File: src/hw/rtl/bid_pkg.sv
package bid_pkg;

    // table size and the part of it that a 5-bit slot can reach
    localparam int NUM_SECTORS = 32;
    localparam int SLOT_LIMIT  = 32;
    localparam int TABLE_DEPTH = (NUM_SECTORS < SLOT_LIMIT) ? NUM_SECTORS : SLOT_LIMIT;
    localparam int SLOT_W      = (TABLE_DEPTH > 1) ? $clog2(TABLE_DEPTH) : 1;
    localparam int PTR_W       = $clog2(TABLE_DEPTH + 1);

    // field widths
    localparam int SECTOR_W  = 5;
    localparam int MOD_W     = 8;
    localparam int LAY_W     = 4;
    localparam int BARS_W    = 8;
    localparam int BAR_IDX_W = 16;

    // arithmetic widths
    localparam int PM_W   = MOD_W + LAY_W;       // bars per module
    localparam int TOT_W  = PM_W + MOD_W;        // bars per sector
    localparam int END_W  = TOT_W + 1;           // first + total, unwrapped
    localparam int DIVD_W = BAR_IDX_W;
    localparam int DIVS_W = PM_W;

    // stream widths
    localparam int S_DATA_W = 64;
    localparam int M_DATA_W = 32;

    // item kinds carried in tuser
    localparam logic ACT_WRITE  = 1'b0;
    localparam logic ACT_LOOKUP = 1'b1;

    typedef struct packed {
        logic [BAR_IDX_W-1:0] first_bar;
        logic [BARS_W-1:0]    bars_per_layer;
        logic [LAY_W-1:0]     layer_count;
        logic [MOD_W-1:0]     module_count;
    } entry_t;

endpackage

File: src/hw/rtl/bid_sector_table.sv
module bid_sector_table
(
    input  logic                      clk,
    input  logic                      rst_n,
    input  logic                      wr_en,
    input  logic [bid_pkg::SLOT_W-1:0] wr_addr,
    input  bid_pkg::entry_t           wr_data,
    input  logic [bid_pkg::SLOT_W-1:0] rd_addr,
    output bid_pkg::entry_t           rd_data
);

    bid_pkg::entry_t                   mem [bid_pkg::TABLE_DEPTH];
    bid_pkg::entry_t                   rd_data_reg;
    logic [bid_pkg::TABLE_DEPTH-1:0]   valid_reg;
    logic                              rd_valid_reg;

    // entry storage, one write and one registered read per cycle
    always_ff @(posedge clk)
    begin
        if (wr_en)
        begin
            mem[wr_addr] <= wr_data;
        end
        rd_data_reg <= mem[rd_addr];
    end

    // per-entry valid bits, cleared at reset
    always_ff @(posedge clk or negedge rst_n)
    begin
        if (!rst_n)
        begin
            valid_reg    <= '0;
            rd_valid_reg <= 1'b0;
        end
        else
        begin
            if (wr_en)
            begin
                valid_reg[wr_addr] <= 1'b1;
            end
            rd_valid_reg <= valid_reg[rd_addr];
        end
    end

    // an entry never written reads as empty
    assign rd_data = rd_valid_reg ? rd_data_reg : '0;

endmodule

File: src/hw/rtl/bid_divider.sv
module bid_divider
(
    input  logic                       clk,
    input  logic                       rst_n,
    input  logic                       start,
    input  logic [bid_pkg::DIVD_W-1:0] dividend,
    input  logic [bid_pkg::DIVS_W-1:0] divisor,
    output logic                       done,
    output logic [bid_pkg::DIVD_W-1:0] quotient,
    output logic [bid_pkg::DIVS_W-1:0] remainder
);

    localparam int CNT_W = $clog2(bid_pkg::DIVD_W + 1);

    logic [bid_pkg::DIVS_W-1:0] rem_reg;
    logic [bid_pkg::DIVS_W-1:0] rem_next;
    logic [bid_pkg::DIVD_W-1:0] quo_reg;
    logic [bid_pkg::DIVD_W-1:0] quo_next;
    logic [bid_pkg::DIVS_W-1:0] dvs_reg;
    logic [CNT_W-1:0]           cnt_reg;
    logic                       done_reg;
    logic [bid_pkg::DIVS_W:0]   trial;
    logic [bid_pkg::DIVS_W:0]   diff;
    logic                       ge;

    // one restoring step: shift in the next dividend bit, subtract if it fits
    always_comb
    begin
        trial    = {rem_reg, quo_reg[bid_pkg::DIVD_W-1]};
        diff     = trial - {1'b0, dvs_reg};
        ge       = (trial >= {1'b0, dvs_reg});
        rem_next = ge ? diff[bid_pkg::DIVS_W-1:0] : trial[bid_pkg::DIVS_W-1:0];
        quo_next = {quo_reg[bid_pkg::DIVD_W-2:0], ge};
    end

    // one quotient bit per cycle
    always_ff @(posedge clk or negedge rst_n)
    begin
        if (!rst_n)
        begin
            rem_reg  <= '0;
            quo_reg  <= '0;
            dvs_reg  <= '0;
            cnt_reg  <= '0;
            done_reg <= 1'b0;
        end
        else if (start)
        begin
            rem_reg  <= '0;
            quo_reg  <= dividend;
            dvs_reg  <= divisor;
            cnt_reg  <= CNT_W'(bid_pkg::DIVD_W);
            done_reg <= 1'b0;
        end
        else if (cnt_reg != '0)
        begin
            rem_reg  <= rem_next;
            quo_reg  <= quo_next;
            cnt_reg  <= cnt_reg - CNT_W'(1);
            done_reg <= (cnt_reg == CNT_W'(1));
        end
        else
        begin
            done_reg <= 1'b0;
        end
    end

    assign done      = done_reg;
    assign quotient  = quo_reg;
    assign remainder = rem_reg;

endmodule

File: src/hw/rtl/bar_index_decomposer_unit.sv
// Bar index decomposer. A write transfer (tuser 0) stores one sector entry
// and gives no result. A lookup transfer (tuser 1) walks the sector table
// from entry 0 through a pipelined read of the table memory, one entry per
// cycle, and stops at the first sector whose range holds the bar index.
// The offset inside that sector is split into module, layer and bar by a
// shared one-bit-per-cycle divider, used twice. A lookup that matches goes
// through the walk, the module division, the layer division (each a start,
// one restoring step per dividend bit and a done) and the load of the output
// register before it returns to idle; one that matches nothing walks every
// entry and goes straight to the output register.
// A result stuck in a full output register holds the lookup until the
// receiver takes it. One lookup is worked on at a time; the result sits in
// an output register so the next item is taken while it waits. The table is
// empty after reset and entries never written never match.
module bar_index_decomposer_unit
(
    input  logic                           clk,
    input  logic                           rst_n,
    input  logic                           s_axis_tvalid,
    output logic                           s_axis_tready,
    // sector_slot, module_count, layer_count, bars_per_layer, first_bar, bar_index
    input  logic [bid_pkg::S_DATA_W-1:0]   s_axis_tdata,
    // action
    input  logic                           s_axis_tuser,
    output logic                           m_axis_tvalid,
    input  logic                           m_axis_tready,
    // sector, module_res, layer, bar
    output logic [bid_pkg::M_DATA_W-1:0]   m_axis_tdata,
    // found
    output logic                           m_axis_tuser
);

    typedef enum logic [2:0] {
        ST_IDLE,
        ST_WALK,
        ST_DIV_MOD,
        ST_DIV_LAYER,
        ST_RESULT
    } state_t;

    localparam int RES_W = bid_pkg::SECTOR_W + bid_pkg::MOD_W + bid_pkg::LAY_W
                         + bid_pkg::BARS_W;

    // input fields
    logic [bid_pkg::SECTOR_W-1:0]  in_slot;
    logic [bid_pkg::BAR_IDX_W-1:0] in_bar_index;
    bid_pkg::entry_t               in_entry;
    logic                          in_xfer;
    logic                          slot_ok;
    logic                          tbl_wr_en;

    // control and pipeline registers
    state_t                        state_reg, state_next;
    logic [bid_pkg::PTR_W-1:0]     issue_ptr_reg, issue_ptr_next;
    logic [bid_pkg::BAR_IDX_W-1:0] idx_reg, idx_next;
    logic                          p1_vld_reg, p1_vld_next;
    logic [bid_pkg::SLOT_W-1:0]    p1_idx_reg, p1_idx_next;
    logic                          p2_vld_reg, p2_vld_next;
    logic [bid_pkg::SLOT_W-1:0]    p2_idx_reg, p2_idx_next;
    logic [bid_pkg::PM_W-1:0]      p2_pm_reg, p2_pm_next;
    logic [bid_pkg::MOD_W-1:0]     p2_mod_reg, p2_mod_next;
    logic [bid_pkg::BARS_W-1:0]    p2_bars_reg, p2_bars_next;
    logic [bid_pkg::BAR_IDX_W-1:0] p2_first_reg, p2_first_next;

    // result assembly and divider operands
    logic                          found_reg, found_next;
    logic [bid_pkg::SECTOR_W-1:0]  sector_reg, sector_next;
    logic [bid_pkg::MOD_W-1:0]     mod_reg, mod_next;
    logic [bid_pkg::LAY_W-1:0]     layer_reg, layer_next;
    logic [bid_pkg::BARS_W-1:0]    bar_reg, bar_next;
    logic [bid_pkg::BARS_W-1:0]    bars_reg, bars_next;
    logic                          div_start_reg, div_start_next;
    logic [bid_pkg::DIVD_W-1:0]    dividend_reg, dividend_next;
    logic [bid_pkg::DIVS_W-1:0]    divisor_reg, divisor_next;

    // output register
    logic                          m_vld_reg, m_vld_next;
    logic [bid_pkg::M_DATA_W-1:0]  m_data_reg, m_data_next;
    logic                          m_user_reg, m_user_next;

    // table, divider and match logic
    logic [bid_pkg::SLOT_W-1:0]    rd_addr;
    bid_pkg::entry_t               tbl_rd;
    logic                          issuing;
    logic [bid_pkg::TOT_W-1:0]     total;
    logic [bid_pkg::END_W-1:0]     span_end;
    logic                          hit;
    logic                          walk_last;
    logic [bid_pkg::BAR_IDX_W-1:0] loc;
    logic                          res_ready;
    logic                          div_done;
    logic [bid_pkg::DIVD_W-1:0]    div_quot;
    logic [bid_pkg::DIVS_W-1:0]    div_rem;

    // unpack the input transfer
    assign in_slot                 = s_axis_tdata[4:0];
    assign in_entry.module_count   = s_axis_tdata[12:5];
    assign in_entry.layer_count    = s_axis_tdata[16:13];
    assign in_entry.bars_per_layer = s_axis_tdata[24:17];
    assign in_entry.first_bar      = s_axis_tdata[40:25];
    assign in_bar_index            = s_axis_tdata[56:41];

    assign s_axis_tready = (state_reg == ST_IDLE);
    assign in_xfer       = s_axis_tvalid && s_axis_tready;
    assign slot_ok       = (32'(in_slot) < bid_pkg::TABLE_DEPTH);
    assign tbl_wr_en     = in_xfer && (s_axis_tuser == bid_pkg::ACT_WRITE) && slot_ok;

    bid_sector_table u_table
    (
        .clk     (clk),
        .rst_n   (rst_n),
        .wr_en   (tbl_wr_en),
        .wr_addr (in_slot[bid_pkg::SLOT_W-1:0]),
        .wr_data (in_entry),
        .rd_addr (rd_addr),
        .rd_data (tbl_rd)
    );

    bid_divider u_div
    (
        .clk       (clk),
        .rst_n     (rst_n),
        .start     (div_start_reg),
        .dividend  (dividend_reg),
        .divisor   (divisor_reg),
        .done      (div_done),
        .quotient  (div_quot),
        .remainder (div_rem)
    );

    // walk pointer and range check on the second pipeline stage
    assign issuing   = (state_reg == ST_WALK) &&
                       (issue_ptr_reg < bid_pkg::PTR_W'(bid_pkg::TABLE_DEPTH));
    assign rd_addr   = issue_ptr_reg[bid_pkg::SLOT_W-1:0];
    assign total     = bid_pkg::TOT_W'(p2_pm_reg) * bid_pkg::TOT_W'(p2_mod_reg);
    assign span_end  = bid_pkg::END_W'(p2_first_reg) + bid_pkg::END_W'(total);
    assign hit       = (state_reg == ST_WALK) && p2_vld_reg && (total != '0) &&
                       (idx_reg >= p2_first_reg) &&
                       (bid_pkg::END_W'(idx_reg) < span_end);
    assign walk_last = (state_reg == ST_WALK) && p2_vld_reg &&
                       (p2_idx_reg == bid_pkg::SLOT_W'(bid_pkg::TABLE_DEPTH - 1));
    assign loc       = idx_reg - p2_first_reg;
    assign res_ready = !m_vld_reg || m_axis_tready;

    // next-state logic
    always_comb
    begin
        state_next     = state_reg;
        issue_ptr_next = issue_ptr_reg;
        idx_next       = idx_reg;
        found_next     = found_reg;
        sector_next    = sector_reg;
        mod_next       = mod_reg;
        layer_next     = layer_reg;
        bar_next       = bar_reg;
        bars_next      = bars_reg;
        div_start_next = 1'b0;
        dividend_next  = dividend_reg;
        divisor_next   = divisor_reg;
        m_vld_next     = m_vld_reg && !m_axis_tready;
        m_data_next    = m_data_reg;
        m_user_next    = m_user_reg;

        // read pipeline: stage one waits on the memory, stage two multiplies
        p1_vld_next   = issuing && !hit;
        p1_idx_next   = rd_addr;
        p2_vld_next   = p1_vld_reg && (state_reg == ST_WALK) && !hit;
        p2_idx_next   = p1_idx_reg;
        p2_pm_next    = bid_pkg::PM_W'(tbl_rd.bars_per_layer) *
                        bid_pkg::PM_W'(tbl_rd.layer_count);
        p2_mod_next   = tbl_rd.module_count;
        p2_bars_next  = tbl_rd.bars_per_layer;
        p2_first_next = tbl_rd.first_bar;

        case (state_reg)
            ST_IDLE:
            begin
                if (in_xfer && (s_axis_tuser == bid_pkg::ACT_LOOKUP))
                begin
                    state_next     = ST_WALK;
                    issue_ptr_next = '0;
                    idx_next       = in_bar_index;
                end
            end
            ST_WALK:
            begin
                if (issuing)
                begin
                    issue_ptr_next = issue_ptr_reg + bid_pkg::PTR_W'(1);
                end
                if (hit)
                begin
                    state_next     = ST_DIV_MOD;
                    found_next     = 1'b1;
                    sector_next    = bid_pkg::SECTOR_W'(p2_idx_reg);
                    bars_next      = p2_bars_reg;
                    div_start_next = 1'b1;
                    dividend_next  = loc;
                    divisor_next   = p2_pm_reg;
                end
                else if (walk_last)
                begin
                    state_next  = ST_RESULT;
                    found_next  = 1'b0;
                    sector_next = '0;
                    mod_next    = '0;
                    layer_next  = '0;
                    bar_next    = '0;
                end
            end
            ST_DIV_MOD:
            begin
                if (div_done)
                begin
                    state_next     = ST_DIV_LAYER;
                    mod_next       = div_quot[bid_pkg::MOD_W-1:0];
                    div_start_next = 1'b1;
                    dividend_next  = bid_pkg::DIVD_W'(div_rem);
                    divisor_next   = bid_pkg::DIVS_W'(bars_reg);
                end
            end
            ST_DIV_LAYER:
            begin
                if (div_done)
                begin
                    state_next = ST_RESULT;
                    layer_next = div_quot[bid_pkg::LAY_W-1:0];
                    bar_next   = div_rem[bid_pkg::BARS_W-1:0];
                end
            end
            ST_RESULT:
            begin
                if (res_ready)
                begin
                    state_next  = ST_IDLE;
                    m_vld_next  = 1'b1;
                    m_user_next = found_reg;
                    m_data_next = bid_pkg::M_DATA_W'({bar_reg, layer_reg, mod_reg,
                                                     sector_reg});
                end
            end
            default:
            begin
                state_next = ST_IDLE;
            end
        endcase
    end

    // state and registered outputs
    always_ff @(posedge clk or negedge rst_n)
    begin
        if (!rst_n)
        begin
            state_reg     <= ST_IDLE;
            issue_ptr_reg <= '0;
            idx_reg       <= '0;
            p1_vld_reg    <= 1'b0;
            p1_idx_reg    <= '0;
            p2_vld_reg    <= 1'b0;
            p2_idx_reg    <= '0;
            p2_pm_reg     <= '0;
            p2_mod_reg    <= '0;
            p2_bars_reg   <= '0;
            p2_first_reg  <= '0;
            found_reg     <= 1'b0;
            sector_reg    <= '0;
            mod_reg       <= '0;
            layer_reg     <= '0;
            bar_reg       <= '0;
            bars_reg      <= '0;
            div_start_reg <= 1'b0;
            dividend_reg  <= '0;
            divisor_reg   <= '0;
            m_vld_reg     <= 1'b0;
            m_data_reg    <= '0;
            m_user_reg    <= 1'b0;
        end
        else
        begin
            state_reg     <= state_next;
            issue_ptr_reg <= issue_ptr_next;
            idx_reg       <= idx_next;
            p1_vld_reg    <= p1_vld_next;
            p1_idx_reg    <= p1_idx_next;
            p2_vld_reg    <= p2_vld_next;
            p2_idx_reg    <= p2_idx_next;
            p2_pm_reg     <= p2_pm_next;
            p2_mod_reg    <= p2_mod_next;
            p2_bars_reg   <= p2_bars_next;
            p2_first_reg  <= p2_first_next;
            found_reg     <= found_next;
            sector_reg    <= sector_next;
            mod_reg       <= mod_next;
            layer_reg     <= layer_next;
            bar_reg       <= bar_next;
            bars_reg      <= bars_next;
            div_start_reg <= div_start_next;
            dividend_reg  <= dividend_next;
            divisor_reg   <= divisor_next;
            m_vld_reg     <= m_vld_next;
            m_data_reg    <= m_data_next;
            m_user_reg    <= m_user_next;
        end
    end

    assign m_axis_tvalid = m_vld_reg;
    assign m_axis_tdata  = m_data_reg;
    assign m_axis_tuser  = m_user_reg;

    // a miss carries all-zero fields
    a_miss_zero: assert property (@(posedge clk) disable iff (!rst_n)
        (m_axis_tvalid && !m_axis_tuser) |-> (m_axis_tdata[RES_W-1:0] == '0))
        else $error("miss result with nonzero fields");

    // divider finishes only while a decomposition is running
    a_div_owner: assert property (@(posedge clk) disable iff (!rst_n)
        div_done |-> (state_reg == ST_DIV_MOD || state_reg == ST_DIV_LAYER))
        else $error("divider done outside a division state");

    // module quotient fits its field since the offset lies below the sector size
    a_mod_fits: assert property (@(posedge clk) disable iff (!rst_n)
        (div_done && state_reg == ST_DIV_MOD) |->
        (div_quot[bid_pkg::DIVD_W-1:bid_pkg::MOD_W] == '0))
        else $error("module quotient overflow");

    // layer quotient fits its field since the remainder lies below bars per module
    a_layer_fits: assert property (@(posedge clk) disable iff (!rst_n)
        (div_done && state_reg == ST_DIV_LAYER) |->
        (div_quot[bid_pkg::DIVD_W-1:bid_pkg::LAY_W] == '0))
        else $error("layer quotient overflow");

    // a lookup transfer starts the table walk
    a_lookup_walk: assert property (@(posedge clk) disable iff (!rst_n)
        (s_axis_tvalid && s_axis_tready && s_axis_tuser) |=> (state_reg == ST_WALK))
        else $error("lookup did not start a walk");

endmodule
File: config.mk
export PLATFORM = sky130hd
export DESIGN_NAME = bar_index_decomposer_unit
export DESIGN_NICKNAME = d
export VERILOG_FILES = /design/src/hw/rtl/bid_pkg.sv /design/src/hw/rtl/bid_sector_table.sv /design/src/hw/rtl/bid_divider.sv /design/src/hw/rtl/bar_index_decomposer_unit.sv
export SDC_FILE = /design/constraint.sdc
export NUM_CORES = 2
export LEC_CHECK = 0
export ABC_AREA = 1
export BUFFER_PORTS_ARGS = -buffer_cell sky130_fd_sc_hd__buf_2
export CAP_MARGIN = 20
export CORE_MARGIN = 5
export CORE_UTILIZATION = 40
export DETAILED_ROUTE_END_ITERATION = 8
export PLACE_DENSITY = 0.56
export REMOVE_ABC_BUFFERS = 1
export SETUP_SLACK_MARGIN = 0.3
export SLEW_MARGIN = 30
export SYNTH_ARGS = -nofsm -noshare
export SYNTH_HDL_FRONTEND = slang
export SYNTH_SLANG_ARGS = --single-unit
File: constraint.sdc
create_clock -name clk -period 17.8 [get_ports clk]
set_input_delay 2.67 -clock clk [delete_from_list [all_inputs] [get_ports clk]]
set_output_delay 2.67 -clock clk [all_outputs]
set_load 0.05 [all_outputs]
# Word-level counts from Yosys, hierarchy flattened
# Memories as Yosys holds them, arrays and structs flattened. A register that Yosys moved wholly into a read port is not among the register bits.
# Cells that the tools add are included.
[totals] register_bits=250 latchBits=0 mem_bits_rw=1152 rom_bits=0 in_bits=69 output_inout_bits=35 elab_cells=148 memories=1
[memory_table] name="u_table.mem" depth=32 word_bits=36 read_ports=1 rd_ports_with_merged_regs=1 write_ports=1 line="bid_sector_table.sv:12" rtl="bid_pkg::entry_t mem [bid_pkg::TABLE_DEPTH];"
[classes] n_addsub=5 n_mul=2 n_div=0 order_cmp=7 eq_ne=15 shift=0 muxes=51 bitwise=2 reduce_logical=35
[op_table] cell="two-way mux 16 bit" count=4
[op_table] cell="two-way mux 12 bit" count=5
[op_table] cell="two-way mux 36 bit" count=1
[op_table] cell="two-way mux 8 bit" count=4
[op_table] cell="bitwise OR 32 bit" count=1
[op_table] cell="one-hot mux 16 bit (2 select lines)" count=1
[op_table] cell="one-hot mux 8 bit (2 select lines)" count=2
[op_table] cell="one-hot mux 12 bit (2 select lines)" count=1
[op_table] cell="adder 16 x 20 -> 21 bit" count=1
[op_table] cell="less-than comparator 16 x 21 -> 1 bit" count=1
[op_table] cell="multiplier 12 x 8 -> 20 bit" count=1
[op_table] cell="two-way mux 5 bit" count=4
[op_table] cell="nonzero test 20 bit" count=1
[op_table] cell="two-way mux 3 bit" count=6
[op_table] cell="greater-or-equal comparator 16 bit" count=1
[op_table] cell="subtractor 16 bit" count=1
[op_table] cell="one-hot mux 3 bit (5 select lines)" count=1
[op_table] cell="logical AND 1 bit" count=14
[op_table] cell="greater-or-equal comparator 13 x 12 -> 1 bit" count=1
[op_table] cell="less-than comparator 5 x 6 -> 1 bit (second input constant)" count=2
[op_table] cell="multiplier 8 x 4 -> 12 bit" count=1
[op_table] cell="two-way mux 1 bit" count=12
[op_table] cell="two-way mux 4 bit" count=3
[op_table] cell="two-way mux 6 bit" count=2
[op_table] cell="28 further kinds" count=46

# Longest topological paths before layout
[logic_depth] depth_word=7 depth_mapped=41 mapped_depth_nobuf=39

# Hierarchy
# Synthesis repeated with hierarchy kept, for this count alone.
[hier_totals] cells_unflattened=6084 hier_area_um2=64779.6
[by_module_without_submodules] mod="bid_sector_table" instances=1 cells_each=4188 area_per_inst_um2=49353.6 seq_area_each_um2=36139.7
[by_module_without_submodules] mod="bar_index_decomposer_unit" instances=1 cells_each=1513 area_per_inst_um2=12441.9 seq_area_each_um2=4279.1
[by_module_without_submodules] mod="bid_divider" instances=1 cells_each=383 area_per_inst_um2=2984.1 seq_area_each_um2=1151.1

# Worst setup path after synthesis
# Ideal clock, no wire load.
[synth_path] kind="register -> register" from="register p2_mod_reg[2] in the netlist's numbering" to="register state_reg[1]" setup_time_ns=0.127 t_arrival_ns=6.216 t_required_ns=17.673 setup_slack_ns=11.457 stages_incl_launch_ff=33 path_buffers=1 synth_period_minus_slack_ns=6.343 cell_sequence="dfrtp_1 clkbuf_1 nand2_1 fa_1 fa_1 fa_1 fa_1 inv_1 ha_1 a21oi_1 nand3_2 xor2_1 inv_1 ha_1 nand2_1 o31ai_1 nand2_1 nand2_1 xnor2_1 ha_1 nand2_1 nor2_1 nor3b_1 nand2_1 nand2_1 a21oi_1 nor2_1 nand2_1 nor2_2 nand3_4 nand2_8 nand2_4 or2_2"
[synth_between] elab_chain_len=7 word_cells_on_any_way=11 classes_between="add/sub (1); mul (1); order compare (1); eq/ne (1); mux (2); reduce/logical (5)"
[synth_rtl] element="start, declared" line="bar_index_decomposer_unit.sv:61" rtl="logic [bid_pkg::MOD_W-1:0] p2_mod_reg, p2_mod_next;"
[synth_rtl] element="start signal, assigned" line="bar_index_decomposer_unit.sv:288" rtl="p2_mod_reg <= p2_mod_next;"
[synth_rtl] element="multiplier 12 x 8 -> 20 bit *" line="bar_index_decomposer_unit.sv:135" rtl="assign total = bid_pkg::TOT_W'(p2_pm_reg) * bid_pkg::TOT_W'(p2_mod_reg);"
[synth_rtl] element="parallel branches: the longest is 3 deep, another holds adder 16 x 20 -> 21 bit"
[synth_rtl] element="logical AND 1 bit *" line="bar_index_decomposer_unit.sv:138" rtl="(idx_reg >= p2_first_reg) &&"
[synth_rtl] element="!= test 3 bit (no source line) or two-way mux 3 bit (tied branches)"
[synth_rtl] element="AND reduction 5 bit (no source line) or one-hot mux 3 bit (5 select lines) (tied branches)"
[synth_rtl] element="end signal, assigned" line="bar_index_decomposer_unit.sv:280" rtl="state_reg <= state_next;"
[synth_rtl] element="end, declared" line="bar_index_decomposer_unit.sv:53" rtl="state_t state_reg, state_next;"
# Mark *: on every way between the ends.
# A chain may end at the register's enable or synchronous reset.

# Worst setup path after layout
[layout_path] from="register p2_mod_reg[3] in the netlist's numbering" to="register state_reg[1]"
# The elaborated chain is that of the path after synthesis.

==> flow_summary.yaml <==
sta:
  hold_violations: 0
  drv_slew: 0
  rsz0062_at_grt: "no"
  fin_crit_sh_pct: 42.9
  fmax_mhz: 131
  skew_ns: 0.0421
  setup_viol: 0
  max_slew_margin_pct: 30.8
  min_period_ns: 7.64
  worst_slew_pin_slew_ns: 1.04
  worst_hold_slack_ns: 0.352
synth:
  synth_xor_area_share_pct: 0.638
  syn_area_sq_um: 61700
  postSynth.asyncResetShare_pct: 17.4
  synthFlopType: "edfxtp_1"
  synthMuxAreaShare_pct: 0.620
  synth_compound_area_share_pct: 11.4
  synth_top_family_by_area: "compound AO/OA/AOI/OAI gates"
  synth.area.top_cells: "edfxtp_1 (56%), dfrtp_1 (10%), o21ai_0 (5.9%)"
  ys_seq_area_share_pct: 67.3
  yosysTopAreaCell: "edfxtp_1"
  synth_cells: 5272
  yosysWarnings: 0
  avgSynthCellArea_sq_um: 11.7
  synth_top_area_share_pct: 56.0
  yosys.area_share.adder_pct: 4.86
  synth_edf_count: 1152
  synthSimpleGateAreaFrac_pct: 10.7
  synth_cell_types: 57
  ys_seq_elements: 1438
drt:
  met1_length_um: 75600
  drcViolationCount: 0
  wl_met3_um: 12700
  final_antenna_net_count: 0
  routed.top_layer: "met5"
  drtIter0Drc: 4440
  wl_um: 171000
  wire_per_inst_um: 22.9
  via_count: 40622
  routed_via_density: 5.44
  wl_met2_um: 79100
  firstDrtPassIters: 6
setup_path:
  cp_max_fo: 42
  arrival_ns: 8.28
  cp_slowest_cell: "dfrtp_1"
  critical_path.startpoint_type: "flip-flop"
  cpPeakStageDelay_ns: 0.63
  crit_path_end_kind: "flip-flop"
  cp.required_ns: 18.44
  path_common_cell: "nand2_1"
  critPathKind: "flip-flop to flip-flop"
place:
  hpwl_um: 88900
  place_congestion: 0.825
  dp.cells: 7177
  port_buffers: 89
grt:
  antenna_found_initial: 14
  grt-ovfl-total: 0
  grt_use_total_pct: 20.7
  grt_pass1_wl_um: 253000
  grt_pass1_vias: 38510
  grt_max_degree: 208
floorplanning:
  rows: 144
  dieArea_sq_um: 162000
  io_pins: 104
  die_height_um: 403
  start_util_pct: 40.2
  die_w_um: 403
  coreArea_sq_um: 154000
cts:
  cts_resized: 0
  cts_root_buf: "clkbuf_16"
  clock_sink_count: 1438
  path_clk_slew_ns: 0.06
  cts_tree: "done"
  ctsHoldBuffers: 0
  cts_buffers: 152
  clockBufferDepth: 3
  cts_setup_buffers: 0
  h-tree-depth: 4
  clk_latency_ns: 0.77
pwr:
  max-vdd-ir-drop_mv: 0.151
  pwr_density_cell_nw_per_um2: 174
  p_leak_uw: 0.0258
  totalPowerFinal_uw: 12100
finish:
  syn2layout_area_growth_pct: 12.5
  fin_cells: 7465
  utilization_pct: 45.2
  drive_gt1_share_pct: 9.09
  nNetsFinal: 5552
  largest_register_ffs: 1152
hold_path:
  min_path_type: "flip-flop to flip-flop"
status:
  status: "finished clean"
run:
  drv_cap: 0
layer usage:
layer	up-vias	GRT usage [%]
met4	6	5.51
met2	1414	32.5
met5	-	0
met1	20210	29.8
met3	253	3.58
li1	18739	-
worst max-delay path: cells and delay by family (launching register included):
kind            cells  cell delay [ns]
compound gates      4             0.77
xor+xnor            2             0.34
fa+ha+maj           7             2.99
buf+inv             2             0.11
flops               1             0.63
simple gates       17             2.64
kinds of logic (layout without fill, tap and decap cells):
group / Yosys count / count (layout)
AOI/OAI and AO/OA: 1222 / 1222
xor gates and xnor gates: 45 / 45
adders and majority gates: 195 / 195
buffers and inverters: 703 / 840
DFF: 1438 / 1438
muxes: 34 / 34
other: 1 / 13
and+or+nand+nor: 1634 / 1634
final timing paths:
| check | from | end | slack, ns | depth (start not counted) |
|---|---|---|---|---|
| worst max register to register | p2_mod_reg[3] | state_reg[1] | 10.16 | 32 |
| min in group asynchronous | rst_n | m_axis_tdata[2] | 1.95 | 1 |
| worst min register to register | p1_idx_reg[1] | p2_idx_reg[1] | 0.35 | 0 |
| worst max-delay path | p2_mod_reg[3] | state_reg[1] | 10.16 | 32 |
| worst min-delay path | p1_idx_reg[1] | p2_idx_reg[1] | 0.35 | 0 |
| max in group asynchronous | rst_n | issue_ptr_reg[0] | 14.68 | 2 |
per-stage QoR:
step	area (sq um)	TNS [ns]	setup WS, ns
5_1_grt	69500	0	9.49
4_1_cts	69400	0	10.10
3_5_place_dp	64400	0	10.11
2_1_floorplan	60500	-145.80	-3.86
6_report	69500	0	10.16
3_3_place_gp	64400	0	10.15
cells in the mapped netlist, drive strengths merged (11+ instances only):
master  number
nor2       714
xnor2       22
nand4       59
o211ai      57
dfrtp      250
o21ai      737
or2         25
inv        392
xor2        23
mux2        34
clkbuf     247
ha         120
buf         62
nand3      138
nand2      674
o22ai      196
a21oi       91
edfxtp    1152
o221ai     116
dfxtp       36
fa          75
nor3        11
layout by cell type (no fill, tap or decap), types with 88 or more instances in the layout:
cell type and instances:
dfrtp_1 246, o22ai_1 196, o21ai_0 724, o221ai_1 116, nor2_1 676, edfxtp_1 1152, nand3_1 136, buf_2 88
nand2_1 668, ha_1 120, a21oi_1 91, inv_1 386, clkbuf_16 156
where the power goes:
group	leakage (uW)	internal (uW)	total (uW)	switching, uW
registers	0.0138	3910	4250	343
clock network	0.00243	1840	3160	1320
logic	0.00953	1580	4680	3100
total	0.0258	7330	12100	4760
cell type report:
| type | instances | area (sq um) |
|---|---|---|
| well taps | 2044 | 2560 |
| repair buffers | 165 | 1090 |
| multi-input cells | 3137 | 17700 |
| clock inverters | 70 | 786 |
| diodes | 6 | 15.0 |
| flip-flops and latches | 1438 | 41600 |
| clock buffers | 211 | 4210 |
| inverters | 394 | 1510 |
| fillers | 14051 | 84200 |
(Power assumes the default switching activity.)
